## config.mk

```make
export PLATFORM = sky130hd
export DESIGN_NAME = csv_field_splitter_flat
export DESIGN_NICKNAME = d
export VERILOG_FILES = /design/src/csvfs_pkg.sv /design/src/csvfs_if.sv /design/src/csvfs_front.sv /design/src/csvfs_queue.sv /design/src/csvfs_back.sv /design/src/csv_field_splitter.sv /design/src/flat_wrapper.sv
export SDC_FILE = /design/constraint.sdc
export NUM_CORES = 1
export LEC_CHECK = 0
export BUFFER_PORTS_ARGS = -buffer_cell sky130_fd_sc_hd__buf_2
export CORE_ASPECT_RATIO = 0.7
export CORE_MARGIN = 4
export CORE_UTILIZATION = 25
export CTS_BUF_LIST = sky130_fd_sc_hd__clkbuf_4 sky130_fd_sc_hd__clkbuf_8
export DETAILED_ROUTE_END_ITERATION = 7
export PLACE_DENSITY = 0.5
export SETUP_SLACK_MARGIN = 0.1
export SYNTH_ARGS = -nofsm -noshare
export SYNTH_HDL_FRONTEND = slang
export SYNTH_SLANG_ARGS = --single-unit
```

## constraint.sdc

```tcl
create_clock -name clk_i -period 7.81 [get_ports clk_i]
set_input_delay 0.3905 -clock clk_i [delete_from_list [all_inputs] [get_ports clk_i]]
set_output_delay 0.3905 -clock clk_i [all_outputs]
set_load 0.02 [all_outputs]
```

## src/csvfs_pkg.sv

```systemverilog
// csvfs_pkg: shared types and constants of the CSV field splitter.
// Used by every module under src.
// No dependencies.
package csvfs_pkg;

  // Special bytes of the text stream
  localparam logic [7:0] QUOTE_BYTE   = 8'd34;
  localparam logic [7:0] NEWLINE_BYTE = 8'd10;
  localparam logic [7:0] DELIM_RESET  = 8'd44;

  // Runs in the queue between front and back, and words per run
  localparam int unsigned QDEPTH  = 4;
  localparam int unsigned QPTR_W  = $clog2(QDEPTH);
  localparam int unsigned QCNT_W  = $clog2(QDEPTH + 1);
  localparam int unsigned RUN_MAX = 3;
  localparam int unsigned RIDX_W  = $clog2(RUN_MAX);

  // Result word kinds
  typedef enum logic [1:0] {
    KIND_CHAR       = 2'd0,
    KIND_END_FIELD  = 2'd1,
    KIND_END_RECORD = 2'd2
  } kind_e;

  // One result word
  typedef struct packed {
    kind_e      kind;
    logic [7:0] ch;
  } result_t;

  // All result words caused by one input byte
  typedef struct packed {
    logic [RIDX_W-1:0]          count;  // 1..RUN_MAX when queued
    result_t [RUN_MAX-1:0]      res;
  } run_t;

  // Front to queue
  typedef struct packed {
    logic push;
    run_t run;
  } push_t;

  // Queue status seen by the front and by checks
  typedef struct packed {
    logic              full;
    logic              empty;
    logic [QCNT_W-1:0] count;
  } qstat_t;

endpackage

```

## src/csvfs_if.sv

```systemverilog
// csvfs_if: valid/ready channel interfaces of the CSV field splitter.
// Byte channel in, result channel out. No dependencies.
interface csvfs_in_if;
  logic       valid;
  logic       ready;
  logic [7:0] char_in;

  modport source (output valid, output char_in, input ready);
  modport sink   (input valid, input char_in, output ready);
endinterface

interface csvfs_out_if;
  logic       valid;
  logic       ready;
  logic [1:0] kind;
  logic [7:0] char_out;
  logic       last_of_run;

  modport source (output valid, output kind, output char_out, output last_of_run,
                  input ready);
  modport sink   (input valid, input kind, input char_out, input last_of_run,
                  output ready);
endinterface

```

## src/csvfs_front.sv

```systemverilog
// csvfs_front: accepts text bytes, tracks the parse mode and turns each byte
// into a run of up to three result words. Depends on csvfs_pkg.
module csvfs_front (
  input  logic                  clk_i,
  input  logic                  rst_ni,
  input  logic                  delim_we_i,
  input  logic [7:0]            delim_i,
  input  logic                  in_valid_i,
  input  logic [7:0]            in_char_i,
  output logic                  in_ready_o,
  input  csvfs_pkg::qstat_t     qstat_i,
  output csvfs_pkg::push_t      push_o
);

  typedef enum logic [2:0] {
    MODE_START     = 3'd0,
    MODE_UNQ       = 3'd1,
    MODE_UNQ_QUOTE = 3'd2,
    MODE_QUO       = 3'd3,
    MODE_QUO_QUOTE = 3'd4,
    MODE_SKIP      = 3'd5
  } mode_e;

  mode_e      mode_q, mode_d;
  logic       content_q, content_d;
  logic [7:0] delim_q;

  logic       accept;
  logic       is_nl, is_quote, is_delim;
  logic       emit_quote, emit_char, emit_ef, emit_er;
  logic [csvfs_pkg::RIDX_W-1:0] n;
  csvfs_pkg::run_t run;

  assign in_ready_o = !qstat_i.full;
  assign accept     = in_valid_i && in_ready_o;

  assign is_nl    = (in_char_i == csvfs_pkg::NEWLINE_BYTE);
  assign is_quote = (in_char_i == csvfs_pkg::QUOTE_BYTE);
  assign is_delim = (in_char_i == delim_q) && !is_nl && !is_quote;

  // Next mode and which words this byte causes
  always_comb begin
    mode_d     = mode_q;
    content_d  = content_q;
    emit_quote = 1'b0;
    emit_char  = 1'b0;
    emit_ef    = 1'b0;
    emit_er    = 1'b0;
    case (mode_q)
      MODE_UNQ, MODE_UNQ_QUOTE: begin
        // pending lone quote is a literal
        emit_quote = (mode_q == MODE_UNQ_QUOTE);
        if (mode_q == MODE_UNQ_QUOTE && is_quote) begin
          mode_d = MODE_UNQ;
        end else if (is_nl) begin
          emit_ef   = 1'b1;
          emit_er   = 1'b1;
          mode_d    = MODE_START;
          content_d = 1'b0;
        end else if (is_quote) begin
          mode_d = MODE_UNQ_QUOTE;
        end else if (is_delim) begin
          emit_ef = 1'b1;
          mode_d  = MODE_START;
        end else begin
          emit_char = 1'b1;
          mode_d    = MODE_UNQ;
        end
      end
      MODE_QUO: begin
        if (is_nl) begin
          emit_ef   = 1'b1;
          emit_er   = 1'b1;
          mode_d    = MODE_START;
          content_d = 1'b0;
        end else if (is_quote) begin
          mode_d = MODE_QUO_QUOTE;
        end else begin
          emit_char = 1'b1;
        end
      end
      MODE_QUO_QUOTE: begin
        if (is_quote) begin
          emit_quote = 1'b1;
          mode_d     = MODE_QUO;
        end else if (is_nl) begin
          emit_ef   = 1'b1;
          emit_er   = 1'b1;
          mode_d    = MODE_START;
          content_d = 1'b0;
        end else if (is_delim) begin
          emit_ef = 1'b1;
          mode_d  = MODE_START;
        end else begin
          // bad closing quote: drop rest of line
          emit_ef = 1'b1;
          mode_d  = MODE_SKIP;
        end
      end
      MODE_SKIP: begin
        if (is_nl) begin
          emit_er   = 1'b1;
          mode_d    = MODE_START;
          content_d = 1'b0;
        end
      end
      default: begin
        if (is_nl) begin
          // empty line gives no record
          emit_ef   = content_q;
          emit_er   = content_q;
          mode_d    = MODE_START;
          content_d = 1'b0;
        end else begin
          content_d = 1'b1;
          if (is_quote) begin
            mode_d = MODE_QUO;
          end else if (is_delim) begin
            emit_ef = 1'b1;
            mode_d  = MODE_START;
          end else begin
            emit_char = 1'b1;
            mode_d    = MODE_UNQ;
          end
        end
      end
    endcase
  end

  // Pack words in order: quote literal, char or end of field, end of record
  always_comb begin
    run = '0;
    n   = '0;
    if (emit_quote) begin
      run.res[n] = '{kind: csvfs_pkg::KIND_CHAR, ch: csvfs_pkg::QUOTE_BYTE};
      n = n + 1'b1;
    end
    if (emit_char) begin
      run.res[n] = '{kind: csvfs_pkg::KIND_CHAR, ch: in_char_i};
      n = n + 1'b1;
    end
    if (emit_ef) begin
      run.res[n] = '{kind: csvfs_pkg::KIND_END_FIELD, ch: 8'd0};
      n = n + 1'b1;
    end
    if (emit_er) begin
      run.res[n] = '{kind: csvfs_pkg::KIND_END_RECORD, ch: 8'd0};
      n = n + 1'b1;
    end
    run.count = n;
  end

  assign push_o.push = accept && (n != '0);
  assign push_o.run  = run;

  // Parse state and delimiter register
  always_ff @(posedge clk_i or negedge rst_ni) begin
    if (!rst_ni) begin
      mode_q    <= MODE_START;
      content_q <= 1'b0;
      delim_q   <= csvfs_pkg::DELIM_RESET;
    end else begin
      if (delim_we_i) begin
        delim_q <= delim_i;
      end
      if (accept) begin
        mode_q    <= mode_d;
        content_q <= content_d;
      end
    end
  end

endmodule

```

## src/csvfs_queue.sv

```systemverilog
// csvfs_queue: short FIFO of runs between front and back.
// Depends on csvfs_pkg.
module csvfs_queue (
  input  logic                  clk_i,
  input  logic                  rst_ni,
  input  csvfs_pkg::push_t      push_i,
  input  logic                  pop_i,
  output csvfs_pkg::run_t       head_o,
  output csvfs_pkg::qstat_t     qstat_o
);

  csvfs_pkg::run_t mem_q [csvfs_pkg::QDEPTH];

  logic [csvfs_pkg::QPTR_W-1:0] wr_ptr_q, rd_ptr_q;
  logic [csvfs_pkg::QCNT_W-1:0] cnt_q;
  logic                         do_push, do_pop;

  assign qstat_o.full  = (cnt_q == csvfs_pkg::QCNT_W'(csvfs_pkg::QDEPTH));
  assign qstat_o.empty = (cnt_q == '0);
  assign qstat_o.count = cnt_q;

  assign do_push = push_i.push && !qstat_o.full;
  assign do_pop  = pop_i && !qstat_o.empty;
  assign head_o  = mem_q[rd_ptr_q];

  // Storage
  always_ff @(posedge clk_i) begin
    if (do_push) begin
      mem_q[wr_ptr_q] <= push_i.run;
    end
  end

  // Pointers and fill count
  always_ff @(posedge clk_i or negedge rst_ni) begin
    if (!rst_ni) begin
      wr_ptr_q <= '0;
      rd_ptr_q <= '0;
      cnt_q    <= '0;
    end else begin
      if (do_push) begin
        wr_ptr_q <= wr_ptr_q + 1'b1;
      end
      if (do_pop) begin
        rd_ptr_q <= rd_ptr_q + 1'b1;
      end
      if (do_push && !do_pop) begin
        cnt_q <= cnt_q + 1'b1;
      end else if (do_pop && !do_push) begin
        cnt_q <= cnt_q - 1'b1;
      end
    end
  end

endmodule

```

## src/csvfs_back.sv

```systemverilog
// csvfs_back: walks the head run word by word into the output register.
// Depends on csvfs_pkg.
module csvfs_back (
  input  logic                  clk_i,
  input  logic                  rst_ni,
  input  csvfs_pkg::run_t       head_i,
  input  logic                  head_valid_i,
  output logic                  pop_o,
  output logic                  out_valid_o,
  input  logic                  out_ready_i,
  output logic [1:0]            out_kind_o,
  output logic [7:0]            out_char_o,
  output logic                  out_last_o
);

  logic [csvfs_pkg::RIDX_W-1:0] idx_q;
  logic                         valid_q;
  csvfs_pkg::result_t           word_q;
  logic                         last_q;
  logic                         load, is_last;

  assign load    = head_valid_i && (!valid_q || out_ready_i);
  assign is_last = (idx_q == head_i.count - 1'b1);
  assign pop_o   = load && is_last;

  assign out_valid_o = valid_q;
  assign out_kind_o  = word_q.kind;
  assign out_char_o  = word_q.ch;
  assign out_last_o  = last_q;

  // Word index and output valid
  always_ff @(posedge clk_i or negedge rst_ni) begin
    if (!rst_ni) begin
      idx_q   <= '0;
      valid_q <= 1'b0;
    end else begin
      if (load) begin
        valid_q <= 1'b1;
        idx_q   <= is_last ? '0 : idx_q + 1'b1;
      end else if (out_ready_i) begin
        valid_q <= 1'b0;
      end
    end
  end

  // Output payload
  always_ff @(posedge clk_i) begin
    if (load) begin
      word_q <= head_i.res[idx_q];
      last_q <= is_last;
    end
  end

endmodule

```

## src/csv_field_splitter.sv

```systemverilog
// csv_field_splitter: top level of the byte-serial CSV field splitter.
// Depends on csvfs_pkg, csvfs_if, csvfs_front, csvfs_queue and csvfs_back.
//
//   channel     dir  handshake      payload
//   in_ch       in   valid/ready    char_in[7:0]
//   out_ch      out  valid/ready    kind[1:0], char_out[7:0], last_of_run
//   delimiter   in   delimiter_we_i delimiter_i[7:0]
//
// A byte is taken every cycle while the four-run queue has room; it is
// classified in the cycle it is taken. The output register sends one word
// per cycle while runs are queued and the receiver is ready; the words of
// a byte pass through the queue and then the output register. Reset clears
// parse mode, queue and output valid and sets the delimiter to a comma.
// Either side may stall; the queue absorbs up to four runs before input
// ready drops.
module csv_field_splitter (
  input  logic               clk_i,
  input  logic               rst_ni,
  input  logic               delimiter_we_i,
  input  logic [7:0]         delimiter_i,
  csvfs_in_if.sink           in_ch,
  csvfs_out_if.source        out_ch
);

  csvfs_pkg::push_t  push;
  csvfs_pkg::qstat_t qstat;
  csvfs_pkg::run_t   head;
  logic              pop;

  csvfs_front u_front (
    .clk_i      (clk_i),
    .rst_ni     (rst_ni),
    .delim_we_i (delimiter_we_i),
    .delim_i    (delimiter_i),
    .in_valid_i (in_ch.valid),
    .in_char_i  (in_ch.char_in),
    .in_ready_o (in_ch.ready),
    .qstat_i    (qstat),
    .push_o     (push)
  );

  csvfs_queue u_queue (
    .clk_i   (clk_i),
    .rst_ni  (rst_ni),
    .push_i  (push),
    .pop_i   (pop),
    .head_o  (head),
    .qstat_o (qstat)
  );

  csvfs_back u_back (
    .clk_i        (clk_i),
    .rst_ni       (rst_ni),
    .head_i       (head),
    .head_valid_i (!qstat.empty),
    .pop_o        (pop),
    .out_valid_o  (out_ch.valid),
    .out_ready_i  (out_ch.ready),
    .out_kind_o   (out_ch.kind),
    .out_char_o   (out_ch.char_out),
    .out_last_o   (out_ch.last_of_run)
  );

  // Front never pushes into a full queue
  a_no_push_full: assert property (@(posedge clk_i) disable iff (!rst_ni)
    push.push |-> !qstat.full)
    else $error("run pushed into full queue");

  // Fill count stays within depth
  a_cnt_range: assert property (@(posedge clk_i) disable iff (!rst_ni)
    qstat.count <= csvfs_pkg::QCNT_W'(csvfs_pkg::QDEPTH))
    else $error("queue count out of range");

  // End of record always closes the run of its byte
  a_er_last: assert property (@(posedge clk_i) disable iff (!rst_ni)
    out_ch.valid && (out_ch.kind == csvfs_pkg::KIND_END_RECORD)
      |-> out_ch.last_of_run)
    else $error("end of record not last of run");

  // Markers carry a zero character
  a_marker_zero: assert property (@(posedge clk_i) disable iff (!rst_ni)
    out_ch.valid && (out_ch.kind != csvfs_pkg::KIND_CHAR) |-> out_ch.char_out == 8'd0)
    else $error("marker word with nonzero character");

  // Queued runs are never empty
  a_run_nonempty: assert property (@(posedge clk_i) disable iff (!rst_ni)
    !qstat.empty |-> head.count != '0)
    else $error("empty run in queue");

endmodule

```

## src/flat_wrapper.sv

```systemverilog
// flat-port wrapper written by rule: the top's interface ports become plain ports
module csv_field_splitter_flat 
  (clk_i, rst_ni, delimiter_we_i, delimiter_i, in_ch_valid, in_ch_char_in, in_ch_ready, out_ch_valid, out_ch_kind, out_ch_char_out, out_ch_last_of_run, out_ch_ready);
  csvfs_in_if in_ch_i ();
  csvfs_out_if out_ch_i ();
  input  logic clk_i;
  input  logic rst_ni;
  input  logic delimiter_we_i;
  input  logic [7:0] delimiter_i;
  input wire logic [$bits(in_ch_i.valid)-1:0] in_ch_valid;
  input wire logic [$bits(in_ch_i.char_in)-1:0] in_ch_char_in;
  output wire logic [$bits(in_ch_i.ready)-1:0] in_ch_ready;
  output wire logic [$bits(out_ch_i.valid)-1:0] out_ch_valid;
  output wire logic [$bits(out_ch_i.kind)-1:0] out_ch_kind;
  output wire logic [$bits(out_ch_i.char_out)-1:0] out_ch_char_out;
  output wire logic [$bits(out_ch_i.last_of_run)-1:0] out_ch_last_of_run;
  input wire logic [$bits(out_ch_i.ready)-1:0] out_ch_ready;
  assign in_ch_i.valid = in_ch_valid;
  assign in_ch_i.char_in = in_ch_char_in;
  assign in_ch_ready = in_ch_i.ready;
  assign out_ch_valid = out_ch_i.valid;
  assign out_ch_kind = out_ch_i.kind;
  assign out_ch_char_out = out_ch_i.char_out;
  assign out_ch_last_of_run = out_ch_i.last_of_run;
  assign out_ch_i.ready = out_ch_ready;
  csv_field_splitter u_core (.clk_i(clk_i), .rst_ni(rst_ni), .delimiter_we_i(delimiter_we_i), .delimiter_i(delimiter_i), .in_ch(in_ch_i), .out_ch(out_ch_i));
endmodule
```

# Yosys cells after proc, flatten, opt, wreduce, memory -nomap -nowiden
# Memories as Yosys holds them, arrays and structs flattened.
# Index checks and enable logic that the tools add are counted.
word_totals:
  ff_bits: 33
  n_memories: 1
  mem_bits_rw: 128
  wordCells: 141
mem_list:
  columns: ["memory", "words", "width", "read_ports", "rd_clocked_by_memory_dff", "write_ports", "line", "source"]
  rows:
  - ["u_core.u_queue.mem_q", 4, 32, 1, 0, 1, "csvfs_queue.sv:12", "csvfs_pkg::run_t mem_q [csvfs_pkg::QDEPTH];"]
op_classes:
  n_lt_le_gt_ge: 7
  eq_ne: 14
  mux: 62
  n_reduce_logical: 31
  addsub: 9
  n_bitwise: 6
ops:
  columns: ["op", "n"]
  rows:
  - ["$mux 30", 3]
  - ["$demux 10 s2", 3]
  - ["$and 27x27->27", 2]
  - ["$not 27->27", 2]
  - ["$mux 10", 4]
  - ["$bwmux 30", 1]
  - ["$mux 3", 10]
  - ["$mux 1", 26]
  - ["$bmux 10 s2", 1]
  - ["$logic_and 1x1->1", 14]
  - ["$mux 2", 7]
  - ["$add 2x1->2 const B", 6]
  - ["$lt 2x3->1 const B", 4]
  - ["$pmux 3 s4", 1]
  - ["$eq 3x3->1 const B", 3]
  - ["$pmux 1 s3", 3]
  - ["$eq 8x4->1 const B", 1]
  - ["$eq 8x6->1 const B", 1]
  - ["$eq 8x8->1", 1]
  - ["$logic_not 1->1", 7]
  - ["$eq 3x2->1 const B", 2]
  - ["$ge 2x1->1 const B", 3]
  - ["$mux 6", 1]
  - ["$ne 2x2->1 const B", 3]
  - ["other kinds (14)", 20]

# Logic depth before layout (Yosys ltp)
# Gate-level depths: netlist of run 1.
logic_depth:
  word_depth: 21
  ltp_mapped: 19
  ltp_nobuf: 18

# Modules after synthesis
# A second synthesis of run 1 with hierarchy kept.
hier_totals:
  hier_cells: 439
  hier_area_um2: 7303.3
modules_own_cells:
  columns: ["mod", "n_inst", "area_each_um2", "cells_per_inst"]
  rows:
  - ["csvfs_queue", 1, 5094.9, 204]
  - ["csvfs_front", 1, 1443.9, 167]
  - ["csvfs_back", 1, 760.7, 67]
  - ["csv_field_splitter", 1, 3.8, 1]

# Least setup slack after synthesis of run 1
# OpenSTA, ideal clock, no wires.
synth_timing:
  path_kind: "input to register"
  start: "input in_ch_char_in[5]"
  end: "register u_core.u_queue.cnt_q[2] (netlist name)"
  setup_ps: 79
  t_arrival_ps: 4283
  path_stages: 19
  setup_slack_ps: 3447
  path_cell_list: "buf_2 -> xor2_1 -> nor4_1 -> nand2_1 -> and2_1 -> o21a_1 -> inv_1 -> ha_1 -> xor2_1 -> inv_1 -> ha_1 -> and2_1 -> a221oi_4 -> ha_1 -> inv_1 -> fa_1 -> xor2_1 -> nor2_1 -> xor2_1"
synth_between:
  elab_chain_len: 20
synth_lines:
  columns: ["item", "line", "source"]
  rows:
  - ["start: declaration", "flat_wrapper.sv:11", "input wire logic [$bits(in_ch_i.char_in)-1:0] in_ch_char_in;"]
  - ["$eq 8x4->1", "csvfs_front.sv:37", "assign is_nl = (in_char_i == csvfs_pkg::NEWLINE_BYTE);"]
  - ["$logic_not 1->1", "csvfs_front.sv:39", "assign is_delim = (in_char_i == delim_q) && !is_nl && !is_quote;"]
  - ["$logic_and 1x1->1 (2 in a row)", "csvfs_front.sv:39", null]
  - ["$mux 1", "csvfs_front.sv:62, csvfs_front.sv:118", null]
  - ["$mux 1", "csvfs_front.sv:60", "end else if (is_quote) begin"]
  - ["$mux 1", "csvfs_front.sv:108", "if (is_nl) begin"]
  - ["$mux 1", "csvfs_front.sv:53", "if (mode_q == MODE_UNQ_QUOTE && is_quote) begin"]
  - ["$pmux 1 s3", "csvfs_front.sv:49", "case (mode_q)"]
  - ["(+4 left out)", null, null]
  - ["$mux 2 (*)", "csvfs_front.sv:146", "if (emit_er) begin"]
  - ["$reduce_bool 2->1 (*)", "csvfs_front.sv:153", "assign push_o.push = accept && (n != '0);"]
  - ["$logic_and 1x1->1 (*)", "csvfs_front.sv:153", null]
  - ["$logic_and 1x1->1 (*)", "csvfs_queue.sv:22", "assign do_push = push_i.push && !qstat_o.full;"]
  - ["via u_core.u_queue.do_push", "csvfs_queue.sv:16", "logic do_push, do_pop;"]
  - ["$logic_not 1->1", "csvfs_queue.sv:48", "end else if (do_pop && !do_push) begin"]
  - ["$logic_and 1x1->1", "csvfs_queue.sv:48", null]
  - ["$reduce_bool 2->1 (no line)", null, null]
  - ["end signal: assignment", "csvfs_queue.sv:47", "cnt_q <= cnt_q + 1'b1;"]
  - ["end signal: assignment", "csvfs_queue.sv:49", "cnt_q <= cnt_q - 1'b1;"]
  - ["end: declaration", "csvfs_queue.sv:15", "logic [csvfs_pkg::QCNT_W-1:0] cnt_q;"]
# Mark *: on every way through the listed nets, which the timed path passes. The rest lies on a longest branch.
# A chain may end at the register's enable or synchronous reset.

# Worst setup path in the final report of run 1
layout_timing:
  start: "register u_core.u_front.delim_q[2]"
  end: "register u_core.u_queue.cnt_q[2] (netlist name)"
layout_between:
  elab_chain_len: 19
layout_lines:
  columns: ["item", "line", "source"]
  rows:
  - ["start: declaration", "csvfs_front.sv:26", "logic [7:0] delim_q;"]
  - ["start signal: assignment", "csvfs_front.sv:161", "delim_q <= csvfs_pkg::DELIM_RESET;"]
  - ["start signal: assignment", "csvfs_front.sv:164", "delim_q <= delim_i;"]
  - ["$eq 8x8->1 (*)", "csvfs_front.sv:39", null]
  - ["$logic_and 1x1->1 (*) (2 in a row)", "csvfs_front.sv:39", null]
  - ["$mux 1", "csvfs_front.sv:62, csvfs_front.sv:118", null]
  - ["$mux 1", "csvfs_front.sv:60", null]
  - ["$mux 1", "csvfs_front.sv:108", null]
  - ["$mux 1", "csvfs_front.sv:53", null]
  - ["$pmux 1 s3", "csvfs_front.sv:49", null]
  - ["$mux 2", "csvfs_front.sv:138", "if (emit_char) begin"]
  - ["(+3 left out)", null, null]
  - ["$mux 2 (*)", "csvfs_front.sv:146", null]
  - ["$reduce_bool 2->1 (*)", "csvfs_front.sv:153", null]
  - ["$logic_and 1x1->1 (*)", "csvfs_front.sv:153", null]
  - ["$logic_and 1x1->1 (*)", "csvfs_queue.sv:22", null]
  - ["via u_core.u_queue.do_push", "csvfs_queue.sv:16", null]
  - ["$logic_not 1->1", "csvfs_queue.sv:48", null]
  - ["$logic_and 1x1->1", "csvfs_queue.sv:48", null]
  - ["$reduce_bool 2->1 (no line)", null, null]
# Marks and branches as above.

==> results of run 1 <==
-- sequential cells by signal, indices dropped and copies added, names as in the netlist --
register and count:
u_core.u_queue.wr_ptr_q 2, u_core.u_front.content_q 1, u_core.u_back.out_char_o 8, u_core.u_back.out_valid_o 1, u_core.u_queue.rd_ptr_q 2, u_core.u_queue.mem_q 96
u_core.u_back.out_last_o 1, u_core.u_back.idx_q 2, u_core.u_front.delim_q 8, u_core.u_queue.cnt_q 3, u_core.u_front.mode_q 3, u_core.u_back.out_kind_o 2
-- logic make-up (layout without fill, tap and decap cells) --
| group | after synthesis | after routing | share of synthesized area |
|---|---|---|---|
| adder cells (fa/ha/maj) | 12 | 12 | 0.0276 |
| buffers and inverters | 28 | 87 | 0.0189 |
| AND/OR/NAND/NOR | 90 | 90 | 0.0873 |
| flip-flops | 129 | 129 | 0.660 |
| multiplexers | 46 | 46 | 0.136 |
| AO/OA/AOI/OAI | 32 | 32 | 0.0408 |
| XOR/XNOR | 19 | 19 | 0.0292 |
-- metrics by stage --
stage | area [um2] | utilization | worst slack [ns]
2_1_floorplan | 5710 | - | 3.45
3_3_place_gp | 6260 | 0.284 | 3.12
3_5_place_dp | 6260 | 0.284 | 2.98
4_1_cts | 6740 | 0.305 | 3.06
5_1_grt | 6740 | 0.305 | 2.74
6_report | 6740 | 0.305 | 3.07
-- Yosys cell counts (2+ instances only) --
library cell	count	area, um2
sky130_fd_sc_hd__a21oi_1	13	65.1
sky130_fd_sc_hd__a31oi_1	3	18.8
sky130_fd_sc_hd__and2_1	24	150
sky130_fd_sc_hd__buf_1	3	11.3
sky130_fd_sc_hd__buf_2	2	10.0
sky130_fd_sc_hd__clkbuf_1	10	37.5
sky130_fd_sc_hd__dfrtp_1	19	475
sky130_fd_sc_hd__dfstp_2	3	78.8
sky130_fd_sc_hd__edfxtp_1	107	3210
sky130_fd_sc_hd__ha_1	11	138
sky130_fd_sc_hd__inv_1	13	48.8
sky130_fd_sc_hd__mux2_2	9	101
sky130_fd_sc_hd__mux2i_1	12	120
sky130_fd_sc_hd__mux4_2	24	541
sky130_fd_sc_hd__nand2_1	17	63.8
sky130_fd_sc_hd__nand2b_1	2	12.5
sky130_fd_sc_hd__nand3_1	5	25.0
sky130_fd_sc_hd__nand3b_1	4	30.0
sky130_fd_sc_hd__nand4b_1	2	17.5
sky130_fd_sc_hd__nor2_1	21	78.8
sky130_fd_sc_hd__nor3_1	5	25.0
sky130_fd_sc_hd__nor3b_1	3	22.5
sky130_fd_sc_hd__nor4_1	2	12.5
sky130_fd_sc_hd__o21ai_0	9	45.0
sky130_fd_sc_hd__xnor2_1	7	61.3
sky130_fd_sc_hd__xor2_1	12	105
-- final timing paths --
| kind | from | end |
|---|---|---|
| worst max register to register | u_core.u_front.delim_q[2] | u_core.u_queue.cnt_q[2] |
| max in group asynchronous | rst_ni | u_core.u_front.delim_q[3] |
| worst min-delay path | out_ch_ready | u_core.u_back.out_valid_o |
| worst max-delay path | u_core.u_front.delim_q[2] | u_core.u_queue.cnt_q[2] |
| worst min register to register | u_core.u_queue.cnt_q[2] | u_core.u_queue.cnt_q[2] |
| min in group asynchronous | rst_ni | u_core.u_front.delim_q[6] |
-- worst max-delay path, stage by stage, from the launching register on --
cell,delay [ns]
sky130_fd_sc_hd__dfstp_2,0.54
sky130_fd_sc_hd__xor2_1,0.06
sky130_fd_sc_hd__nor4_1,0.59
sky130_fd_sc_hd__nand2_1,0.21
sky130_fd_sc_hd__and2_1,0.21
sky130_fd_sc_hd__o21a_1,0.22
sky130_fd_sc_hd__inv_1,0.11
sky130_fd_sc_hd__ha_1,0.29
sky130_fd_sc_hd__xor2_1,0.35
sky130_fd_sc_hd__inv_1,0.08
sky130_fd_sc_hd__ha_1,0.29
sky130_fd_sc_hd__and2_1,0.17
sky130_fd_sc_hd__a221oi_4,0.41
sky130_fd_sc_hd__ha_1,0.26
sky130_fd_sc_hd__inv_1,0.06
sky130_fd_sc_hd__fa_1,0.37
sky130_fd_sc_hd__xor2_1,0.16
sky130_fd_sc_hd__nor2_1,0.12
sky130_fd_sc_hd__xor2_1,0.16
-- area by class of cell --
class	count	area, um2	share of cell area
Tap cell	305	382	0.0566
Multi-Input combinational cell	199	1840	0.272
Clock buffer	18	241	0.0358
Sequential cell	129	3770	0.559
Timing Repair Buffer	42	235	0.0349
Inverter	13	48.8	0.00724
Clock inverter	14	228	0.0338
-- layout by cell type (no fill, tap or decap), drive strengths merged, types with 2 or more instances in the layout --
| master | n |
|---|---|
| edfxtp | 107 |
| buf | 41 |
| and2 | 24 |
| mux4 | 24 |
| nor2 | 21 |
| dfrtp | 19 |
| clkbuf | 18 |
| inv | 18 |
| nand2 | 17 |
| a21oi | 13 |
| xor2 | 12 |
| mux2i | 12 |
| ha | 11 |
| mux2 | 10 |
| o21ai | 9 |
| xnor2 | 7 |
| nand3 | 5 |
| nor3 | 5 |
| bufinv | 5 |
| nand3b | 4 |
| clkinv | 4 |
| a31oi | 3 |
| nor3b | 3 |
| dfstp | 3 |
| nand2b | 2 |
| nor4 | 2 |
| nand4b | 2 |
| and4b | 2 |
-- power by group --
group	internal, W	leakage (nW)	switching (W)
Combinational	0.000379	0.928	0.000536
Sequential	0.00101	1.27	0.0000776
Clock	0.000391	0.238	0.000280
Total	0.00178	2.44	0.000894
-- timing repair --
action | CTS | global route
hold endpoints to repair | 19 | 0
setup buffers | 0 | 0
hold buffers | 1 | 0
-- metal layers --
| layer | vias up | share of wire | track usage |
|---|---|---|---|
| met1 | 1589 | 0.50 | 0.139 |
| met3 | 12 | 0.039 | 0.0250 |
| met5 | - | 0 | 0 |
| met2 | 58 | 0.45 | 0.146 |
| li1 | 1434 | - | - |
| met4 | 0 | 0.0081 | 0.0279 |
==> results.rst, run 1 <==
.. list-table::
   :header-rows: 1

   * - Metric
     - Value
   * - Synth-to-layout area growth
     - 18.1%
   * - Clock Skew
     - 0.0154 ns
   * - # DRC
     - 0
   * - Floorplan die area
     - 0.0253 mm2
   * - Worst R2R Path Depth
     - 18
   * - Clock latency on the worst-skew pair
     - 0.43 ns
   * - Critical Path Sink Type
     - flip-flop
   * - Maximum buffer depth of the clock tree
     - 2
   * - Routability-driven placement congestion ratio
     - 0.774
   * - Routed wire length
     - 11700 um
   * - Antenna diode count
     - 0
   * - Final sum of negative setup slack
     - 0 ns
   * - Relative slew slack
     - 0.381
   * - Highest achievable clock rate
     - 211 MHz
   * - HPWL after detailed placement
     - 7610 um
   * - Number of nets with antenna violations after routing
     - 0
   * - Data arrival time at the worst-slack endpoint
     - 5.09 ns
   * - Distinct cell type count after synthesis
     - 40
   * - 1st-pass router iterations
     - 4
   * - Total CTS buffers
     - 17
   * - Power after layout
     - 0.00267 W
   * - Smallest hold slack
     - 0.154 ns
   * - Total routing resource utilization after global routing
     - 0.0969
   * - Worst-Margin Slew
     - 0.921 ns
   * - Total count of max-transition violations in the final report
     - 0
   * - Run status
     - finished, final reports clean
   * - Peak VDD IR
     - 0.129 mV
   * - Mean post-synth cell area
     - 16.0 um2
   * - # IOs
     - 34
   * - Most common flop cell mapped by yosys
     - sky130_fd_sc_hd__edfxtp_1
   * - Die extent in x
     - 189 um
   * - Number of register bits inferred by synthesis
     - 129
   * - Number of maximum-capacitance constraint violations
     - 0
   * - Count of synthesis-stage warnings from yosys
     - 0
   * - Final critical path time including I/O delays and setup
     - 4.74 ns
   * - Cell chosen for the clock root
     - sky130_fd_sc_hd__clkbuf_8
   * - Num rows
     - 45
   * - Flop2flop setup slack
     - 3.07 ns
   * - Fill cell instance count of the final layout
     - 2195
   * - Clock slew seen by the registers of the worst setup and hold paths
     - 0.08 ns
   * - Resize count post-CTS
     - 0
   * - Final std cells w/o fill
     - 720
   * - Number of buffers inserted by port buffering
     - 33
   * - Hold violation total from the final report
     - 0
   * - Sequential cell area fraction in the yosys report
     - 0.660
   * - Global-route wire length before repair
     - 18800 um
   * - Clock sink count
     - 129
   * - CTS tree
     - built
   * - Final clock period utilization by the worst path
     - 0.607
   * - Overall via count from detail_route
     - 3093
   * - Finish-stage setup viols
     - 0
   * - H-tree Lvls
     - 4
   * - Worst Setup Start Kind
     - flip-flop
   * - Initial core utilization
     - 0.259
   * - Layout Nets
     - 435
   * - Critical-path maximum fanout
     - 7
   * - Netlist area before placement
     - 0.00571 mm2
   * - Share of async-settable or async-resettable flops after synthesis
     - 0.171
   * - Critical path required time
     - 8.16 ns
   * - Power density relative to cell area
     - 397 mW/mm2
   * - RSZ-0062 raised after global routing
     - false
   * - Cells after DPL
     - 687
   * - Leak
     - 2.44 nW
   * - Syn Nets
     - 389
   * - Share of final-layout standard cells stronger than drive strength 1
     - 0.282
   * - Vias per cell
     - 4.30
   * - Remaining global-route overflow
     - 0
   * - Kind of path behind the tightest hold check
     - in2reg
   * - Maximum number of pins on one net before global-route repair
     - 27
   * - DRT iter0 DRCs
     - 182
   * - Die Span Y
     - 134 um
   * - Instance count of the mapped netlist
     - 356
   * - Hold path cells
     - 2
   * - Critical path class
     - reg2reg
   * - Vias in the first global route
     - 3240
   * - Number of antenna violations at the first check in global routing
     - 0
   * - Core region area
     - 0.0221 mm2
   * - Avg WL per Cell
     - 16.3 um
   * - EDFF count, synth
     - 107
No activity file was read; power rests on OpenSTA's default activity.
==> inputs of run 2 (changes only) <==
PLACE_DENSITY = 0.51   (was 0.5)
clock period = 4.3 ns   (was 7.81 ns; I/O delays follow)
==> run 2 against run 1 <==
Against the previous run:
- global-route usage is 0.085 points lower
- first-iteration DRC count is 43% higher
- die area stayed put
- critical path type unchanged
==> results.rst, run 2 (synthesis results as in run 1) <==
.. list-table::
   :header-rows: 1

   * - Metric
     - Value
   * - Clock Skew
     - 0.0175 ns
   * - Relative slew slack
     - 0.531
   * - Clock slew seen by the registers of the worst setup and hold paths
     - 0.08 ns
   * - # DRC
     - 0
   * - HPWL after detailed placement
     - 7680 um
   * - Worst-Margin Slew
     - 0.698 ns
   * - Total routing resource utilization after global routing
     - 0.0960
   * - # IOs
     - 34
   * - Maximum buffer depth of the clock tree
     - 2
   * - Clock latency on the worst-skew pair
     - 0.44 ns
   * - Critical path required time
     - 4.66 ns
   * - Antenna diode count
     - 0
   * - Vias in the first global route
     - 3246
   * - Top library cells by usage in the layout, fill and taps aside
     - sky130_fd_sc_hd__edfxtp_1, sky130_fd_sc_hd__buf_2, sky130_fd_sc_hd__and2_1, sky130_fd_sc_hd__mux4_2, sky130_fd_sc_hd__nor2_1
   * - Number of antenna violations at the first check in global routing
     - 0
   * - Most frequent standard cell in the layout excluding fill and tap cells
     - sky130_fd_sc_hd__edfxtp_1
   * - Synth-to-layout area growth
     - 20.0%
   * - Finish-stage setup viols
     - 0
   * - DRT iter0 DRCs
     - 260
   * - Core region area
     - 0.0221 mm2
   * - Layout Nets
     - 448
   * - H-tree Lvls
     - 4
   * - RSZ-0062 raised after global routing
     - false
   * - Initial core utilization
     - 0.259
   * - Global-route wire length before repair
     - 18500 um
   * - Worst Setup Start Kind
     - flip-flop
   * - Number of nets with antenna violations after routing
     - 0
   * - Hold violation total from the final report
     - 0
   * - Critical-path maximum fanout
     - 5
   * - Final sum of negative setup slack
     - 0 ns
   * - Routability-driven placement congestion ratio
     - 0.868
   * - Die extent in x
     - 189 um
   * - Final std cells w/o fill
     - 733
   * - Number of buffers inserted by port buffering
     - 33
   * - Total CTS buffers
     - 17
   * - Fill cell instance count of the final layout
     - 2181
   * - Final critical path time including I/O delays and setup
     - 3.93 ns
   * - Setup Buffers After CTS
     - 0
   * - Peak VDD IR
     - 0.205 mV
   * - Clock sink count
     - 129
   * - Leak
     - 2.46 nW
   * - Power density relative to cell area
     - 692 mW/mm2
   * - Final clock period utilization by the worst path
     - 0.914
   * - Run status
     - finished, final reports clean
   * - Data arrival time at the worst-slack endpoint
     - 4.29 ns
   * - Maximum number of pins on one net before global-route repair
     - 25
   * - Top register by number of flip-flops
     - u_core.u_queue.mem_q
   * - Total count of max-transition violations in the final report
     - 0
   * - Critical Path Sink Type
     - flip-flop
   * - Avg WL per Cell
     - 16.1 um
   * - Number of maximum-capacitance constraint violations
     - 0
   * - Max FFs per register
     - 96
   * - Die Span Y
     - 134 um
   * - Num rows
     - 45
   * - Critical path class
     - reg2reg
   * - Power after layout
     - 0.00474 W
   * - CTS tree
     - built
   * - Final Core Density
     - 0.310
   * - Instance area at placement
     - 0.00636 mm2
   * - Floorplan die area
     - 0.0253 mm2
   * - Highest achievable clock rate
     - 255 MHz
   * - Remaining global-route overflow
     - 0
   * - Overall via count from detail_route
     - 3113
   * - Routed wire length
     - 11800 um
   * - Finished Cell Area
     - 0.00685 mm2
   * - 1st-pass router iterations
     - 5
   * - Vias per cell
     - 4.25
   * - Cell chosen for the clock root
     - sky130_fd_sc_hd__clkbuf_8
   * - Kind of path behind the tightest hold check
     - in2reg
   * - Cells after DPL
     - 694
   * - Share of final-layout standard cells stronger than drive strength 1
     - 0.306
==> run 2: cell types whose count changed in the layout (fill, tap and decap cells not counted), sizes merged <==
cell / previous run / this run
buf: 41 / 48
dlygate4sd3: 1 / 7
bufinv: 5 / 1
clkinvlp: 0 / 3
inv: 18 / 20
clkinv: 4 / 3
==> run 2: path summary, 6_finish.rpt <==
| check | startpoint | endpoint | slack (ns) | depth (start not counted) |
|---|---|---|---|---|
| setup / recovery | u_core.u_front.delim_q[0] | u_core.u_queue.cnt_q[2] | 0.37 | 18 |
| min in group asynchronous | rst_ni | u_core.u_back.idx_q[0] | 0.31 | 2 |
| max in group asynchronous | rst_ni | u_core.u_front.delim_q[2] | 3.62 | 2 |
| setup reg to reg | u_core.u_front.delim_q[0] | u_core.u_queue.cnt_q[2] | 0.37 | 18 |
| hold / removal | delimiter_i[5] | u_core.u_front.delim_q[5] | 0.02 | 2 |
| hold reg to reg | u_core.u_queue.cnt_q[2] | u_core.u_queue.cnt_q[2] | 0.50 | 1 |
==> run 2: report_power, final <==
group | switching (W) | internal (W) | leakage (nW)
Sequential | 0.000156 | 0.00183 | 1.27
Combinational | 0.000976 | 0.000764 | 1.00
Clock | 0.000530 | 0.000482 | 0.189
==> run 2: layout make-up <==
| type | instances | area, um2 | share of cell area |
|---|---|---|---|
| sequential | 129 | 3770 | 0.550 |
| clock buffer | 18 | 241 | 0.0353 |
| clock inverter | 14 | 145 | 0.0212 |
| tap | 305 | 382 | 0.0557 |
| timing repair buffer | 55 | 385 | 0.0563 |
| multi-input combinational | 199 | 1880 | 0.274 |
| inverter | 13 | 48.8 | 0.00713 |
==> run 2: critical path: stages, from the launching register on <==
cell,delay [ns]
sky130_fd_sc_hd__dfrtp_1,0.41
sky130_fd_sc_hd__xor2_1,0.18
sky130_fd_sc_hd__nor4_2,0.36
sky130_fd_sc_hd__nand2_1,0.17
sky130_fd_sc_hd__and2_1,0.19
sky130_fd_sc_hd__o21a_2,0.23
sky130_fd_sc_hd__inv_1,0.12
sky130_fd_sc_hd__ha_4,0.24
sky130_fd_sc_hd__xor2_2,0.14
sky130_fd_sc_hd__inv_1,0.06
sky130_fd_sc_hd__ha_1,0.27
sky130_fd_sc_hd__and2_1,0.17
sky130_fd_sc_hd__a221oi_4,0.25
sky130_fd_sc_hd__ha_2,0.23
sky130_fd_sc_hd__inv_1,0.05
sky130_fd_sc_hd__fa_1,0.37
sky130_fd_sc_hd__xor2_1,0.17
sky130_fd_sc_hd__nor2_1,0.11
sky130_fd_sc_hd__xor2_1,0.15
==> run 2: repair_timing <==
action | in CTS | in global routing
gates resized for setup | 0 | 6
hold buffers | 7 | 0
setup endpoints to repair | 0 | 26
endpoints found under the hold margin | 25 | 0
==> run 2: per-stage QoR <==
stage / hold slack [ns] / setup WS (ns)
after floorplan: -0.0806 / 0.174
after global placement: 0.236 / 0.317
after detailed placement: 0.249 / 0.196
after CTS: 0.00619 / 0.176
after global routing: 0.000189 / 0.134
final: 0.0218 / 0.372
==> run 2: per-layer routing <==
metal	part of all wire	vias up	track usage
met1	0.48	1587	0.132
met4	0.0034	0	0.0218
met5	0	-	0
met2	0.47	56	0.153
met3	0.048	5	0.0258
li1	-	1465	-
==> inputs of run 3 (changes only) <==
RECOVER_POWER = 100   (was default)
==> run 3 against run 2 <==
Against the previous run:
- the flow now finishes with violations (max-capacitance violations, max-slew violations)
- register-to-register slack lost 0.06 ns
- power shrank 1.3%
- sequential share of layout area grew 0.66 points
- flip-flop and latch count is the same
- final cell count is the same
- combinational power shrank 3%
- critical path type unchanged
==> results.rst, run 3 (synthesis results as in run 1) <==
.. list-table::
   :header-rows: 1

   * - Metric
     - Value
   * - Final critical path time including I/O delays and setup
     - 3.99 ns
   * - Proportion of power drawn by flip-flops and latches
     - 0.425
   * - Finish-stage setup viols
     - 0
   * - Internal power
     - 0.00301 W
   * - Die extent in x
     - 189 um
   * - Top register by number of flip-flops
     - u_core.u_queue.mem_q
   * - Top library cells by usage in the layout, fill and taps aside
     - sky130_fd_sc_hd__edfxtp_1, sky130_fd_sc_hd__mux4_2, sky130_fd_sc_hd__nor2_1, sky130_fd_sc_hd__buf_2, sky130_fd_sc_hd__dfrtp_1
   * - Maximum number of pins on one net before global-route repair
     - 25
   * - Relative contribution of the clock network to total power
     - 0.216
   * - Num rows
     - 45
   * - DRT iter0 DRCs
     - 244
   * - Net switching power
     - 0.00166 W
   * - Routed wire length
     - 11900 um
   * - Global-route wire length before repair
     - 18500 um
   * - Power density relative to cell area
     - 691 mW/mm2
   * - Clock sink count
     - 129
   * - Hold_sp
     - delimiter_i[6]
   * - Overall via count from detail_route
     - 3126
   * - Initial core utilization
     - 0.259
   * - Hold violation total from the final report
     - 0
   * - Critical path class
     - reg2reg
   * - Finished Cell Area
     - 0.00676 mm2
   * - Peak VDD IR
     - 0.199 mV
   * - Kind of path behind the tightest hold check
     - in2reg
   * - Run status
     - finished, violations left
   * - Leak
     - 2.38 nW
   * - Critical register-to-register path startpoint
     - u_core.u_front.delim_q[0]
   * - Final sum of negative setup slack
     - 0 ns
   * - Failing checks
     - max-capacitance violations, max-slew violations
   * - Die Span Y
     - 134 um
   * - Instance area at placement
     - 0.00636 mm2
   * - Most frequent standard cell in the layout excluding fill and tap cells
     - sky130_fd_sc_hd__edfxtp_1
   * - Number of nets with antenna violations after routing
     - 0
   * - Synth-to-layout area growth
     - 18.5%
   * - Layout Nets
     - 448
   * - Total CTS buffers
     - 17
   * - Sw frac
     - 0.355
   * - Clock Skew
     - 0.0183 ns
   * - Setup Buffers After CTS
     - 0
   * - # DRC
     - 0
   * - Combinational power share
     - 0.359
   * - H-tree Lvls
     - 4
   * - Floorplan die area
     - 0.0253 mm2
   * - Flop2flop setup slack
     - 0.31 ns
   * - FF-to-FF End
     - u_core.u_queue.cnt_q[2]
   * - Number of antenna violations at the first check in global routing
     - 0
   * - Total routing resource utilization after global routing
     - 0.0960
   * - Number of buffers inserted by port buffering
     - 33
   * - # IOs
     - 34
   * - Share of final-layout standard cells stronger than drive strength 1
     - 0.252
   * - Area taken by multi-input logic gates
     - 0.00186 mm2
   * - Core region area
     - 0.0221 mm2
   * - Final clock period utilization by the worst path
     - 0.928
   * - Sink of the worst hold path
     - u_core.u_front.delim_q[6]
   * - HPWL after detailed placement
     - 7680 um
   * - Clock slew seen by the registers of the worst setup and hold paths
     - 0.08 ns
   * - Worst R2R Path Depth
     - 18
   * - CTS tree
     - built
   * - Total count of max-transition violations in the final report
     - 24
   * - Critical path required time
     - 4.64 ns
   * - Data arrival time at the worst-slack endpoint
     - 4.34 ns
   * - Avg WL per Cell
     - 16.2 um
   * - Maximum buffer depth of the clock tree
     - 2
   * - Fill cell instance count of the final layout
     - 2196
   * - RSZ-0062 raised after global routing
     - false
   * - Relative slew slack
     - -0.366
   * - Remaining global-route overflow
     - 0
   * - Worst-Margin Slew
     - 2.05 ns
   * - 1st-pass router iterations
     - 4
   * - Max FFs per register
     - 96
   * - Vias per cell
     - 4.26
   * - Worst Setup Start Kind
     - flip-flop
   * - Combined flip-flop and latch cell area
     - 0.00377 mm2
   * - Antenna diode count
     - 0
   * - Routability-driven placement congestion ratio
     - 0.868
   * - Hold path cells
     - 2
   * - Vias in the first global route
     - 3246
   * - Number of maximum-capacitance constraint violations
     - 1
   * - Critical-path maximum fanout
     - 5
   * - Clock latency on the worst-skew pair
     - 0.43 ns
   * - Critical Path Sink Type
     - flip-flop
   * - Highest achievable clock rate
     - 251 MHz
   * - Cell chosen for the clock root
     - sky130_fd_sc_hd__clkbuf_8
run 3: cell type report:
class / count / share of cell area
clock buffer: 18 / 0.0357
clock inverter: 14 / 0.0215
inverter: 13 / 0.00721
multi-input combinational: 199 / 0.276
sequential: 129 / 0.557
tap: 305 / 0.0564
timing repair buffer: 55 / 0.0466
run 3: worst max-delay path, stage by stage, from the launching register on:
cell and delay (ns):
sky130_fd_sc_hd__dfrtp_1 0.41, sky130_fd_sc_hd__xor2_1 0.18, sky130_fd_sc_hd__nor4_2 0.36, sky130_fd_sc_hd__nand2_1 0.17
sky130_fd_sc_hd__and2_0 0.19, sky130_fd_sc_hd__o21a_2 0.23, sky130_fd_sc_hd__inv_1 0.12, sky130_fd_sc_hd__ha_4 0.23
sky130_fd_sc_hd__xor2_1 0.18, sky130_fd_sc_hd__inv_1 0.07, sky130_fd_sc_hd__ha_1 0.28, sky130_fd_sc_hd__and2_1 0.17
sky130_fd_sc_hd__a221oi_4 0.25, sky130_fd_sc_hd__ha_2 0.23, sky130_fd_sc_hd__inv_1 0.05, sky130_fd_sc_hd__fa_1 0.37
sky130_fd_sc_hd__xor2_1 0.17, sky130_fd_sc_hd__nor2_1 0.11, sky130_fd_sc_hd__xor2_1 0.15
run 3: metal layers:
metal	track usage	vias up	part of all wire
met5	0	-	0
met2	0.153	55	0.46
li1	-	1463	-
met3	0.0258	10	0.035
met4	0.0218	0	0.0077
met1	0.132	1598	0.50
run 3: through the flow:
stage | setup slack (ns) | power, W | hold WS (ns) | utilization | std cells
6_report | 0.309 | 0.00468 | 0.0362 | 0.306 | 733
3_5_place_dp | 0.196 | 0.00377 | 0.249 | 0.288 | 694
4_1_cts | 0.176 | 0.00479 | 0.00619 | 0.309 | 733
5_1_grt | 0.0745 | 0.00499 | 0.00293 | 0.306 | 733
2_1_floorplan | 0.174 | 0.00321 | -0.0806 | - | 356
3_3_place_gp | 0.317 | 0.00372 | 0.236 | 0.288 | 694
run 3: what timing repair did:
action	4_1_cts	5_1_grt
endpoints found under the setup margin	0	26
gates resized for setup	0	6
endpoints found under the hold margin	25	0
hold buffers	7	0
run 3: worst max path at each step:
stage                                   start                 endpoint  slack (ns)  cells after the start
global route        u_core.u_front.delim_q[0]  u_core.u_queue.cnt_q[2]        0.07                     18
detailed placement  u_core.u_front.delim_q[2]  u_core.u_queue.cnt_q[2]        0.20                     18
finish              u_core.u_front.delim_q[0]  u_core.u_queue.cnt_q[2]        0.31                     18
CTS                 u_core.u_front.delim_q[2]  u_core.u_queue.cnt_q[2]        0.18                     18
global placement    u_core.u_front.delim_q[2]  u_core.u_queue.cnt_q[2]        0.32                     18
floorplan           u_core.u_front.delim_q[2]  u_core.u_queue.cnt_q[2]        0.17                     18
run 3: power groups by stage:
stage,Sequential [W],Combinational [W],Clock [W]
2_1_floorplan,0.00202,0.00119,0
5_1_grt,0.00203,0.00186,0.00110
3_3_place_gp,0.00200,0.00171,0
6_report,0.00199,0.00168,0.00101
4_1_cts,0.00199,0.00176,0.00104
3_5_place_dp,0.00202,0.00175,0
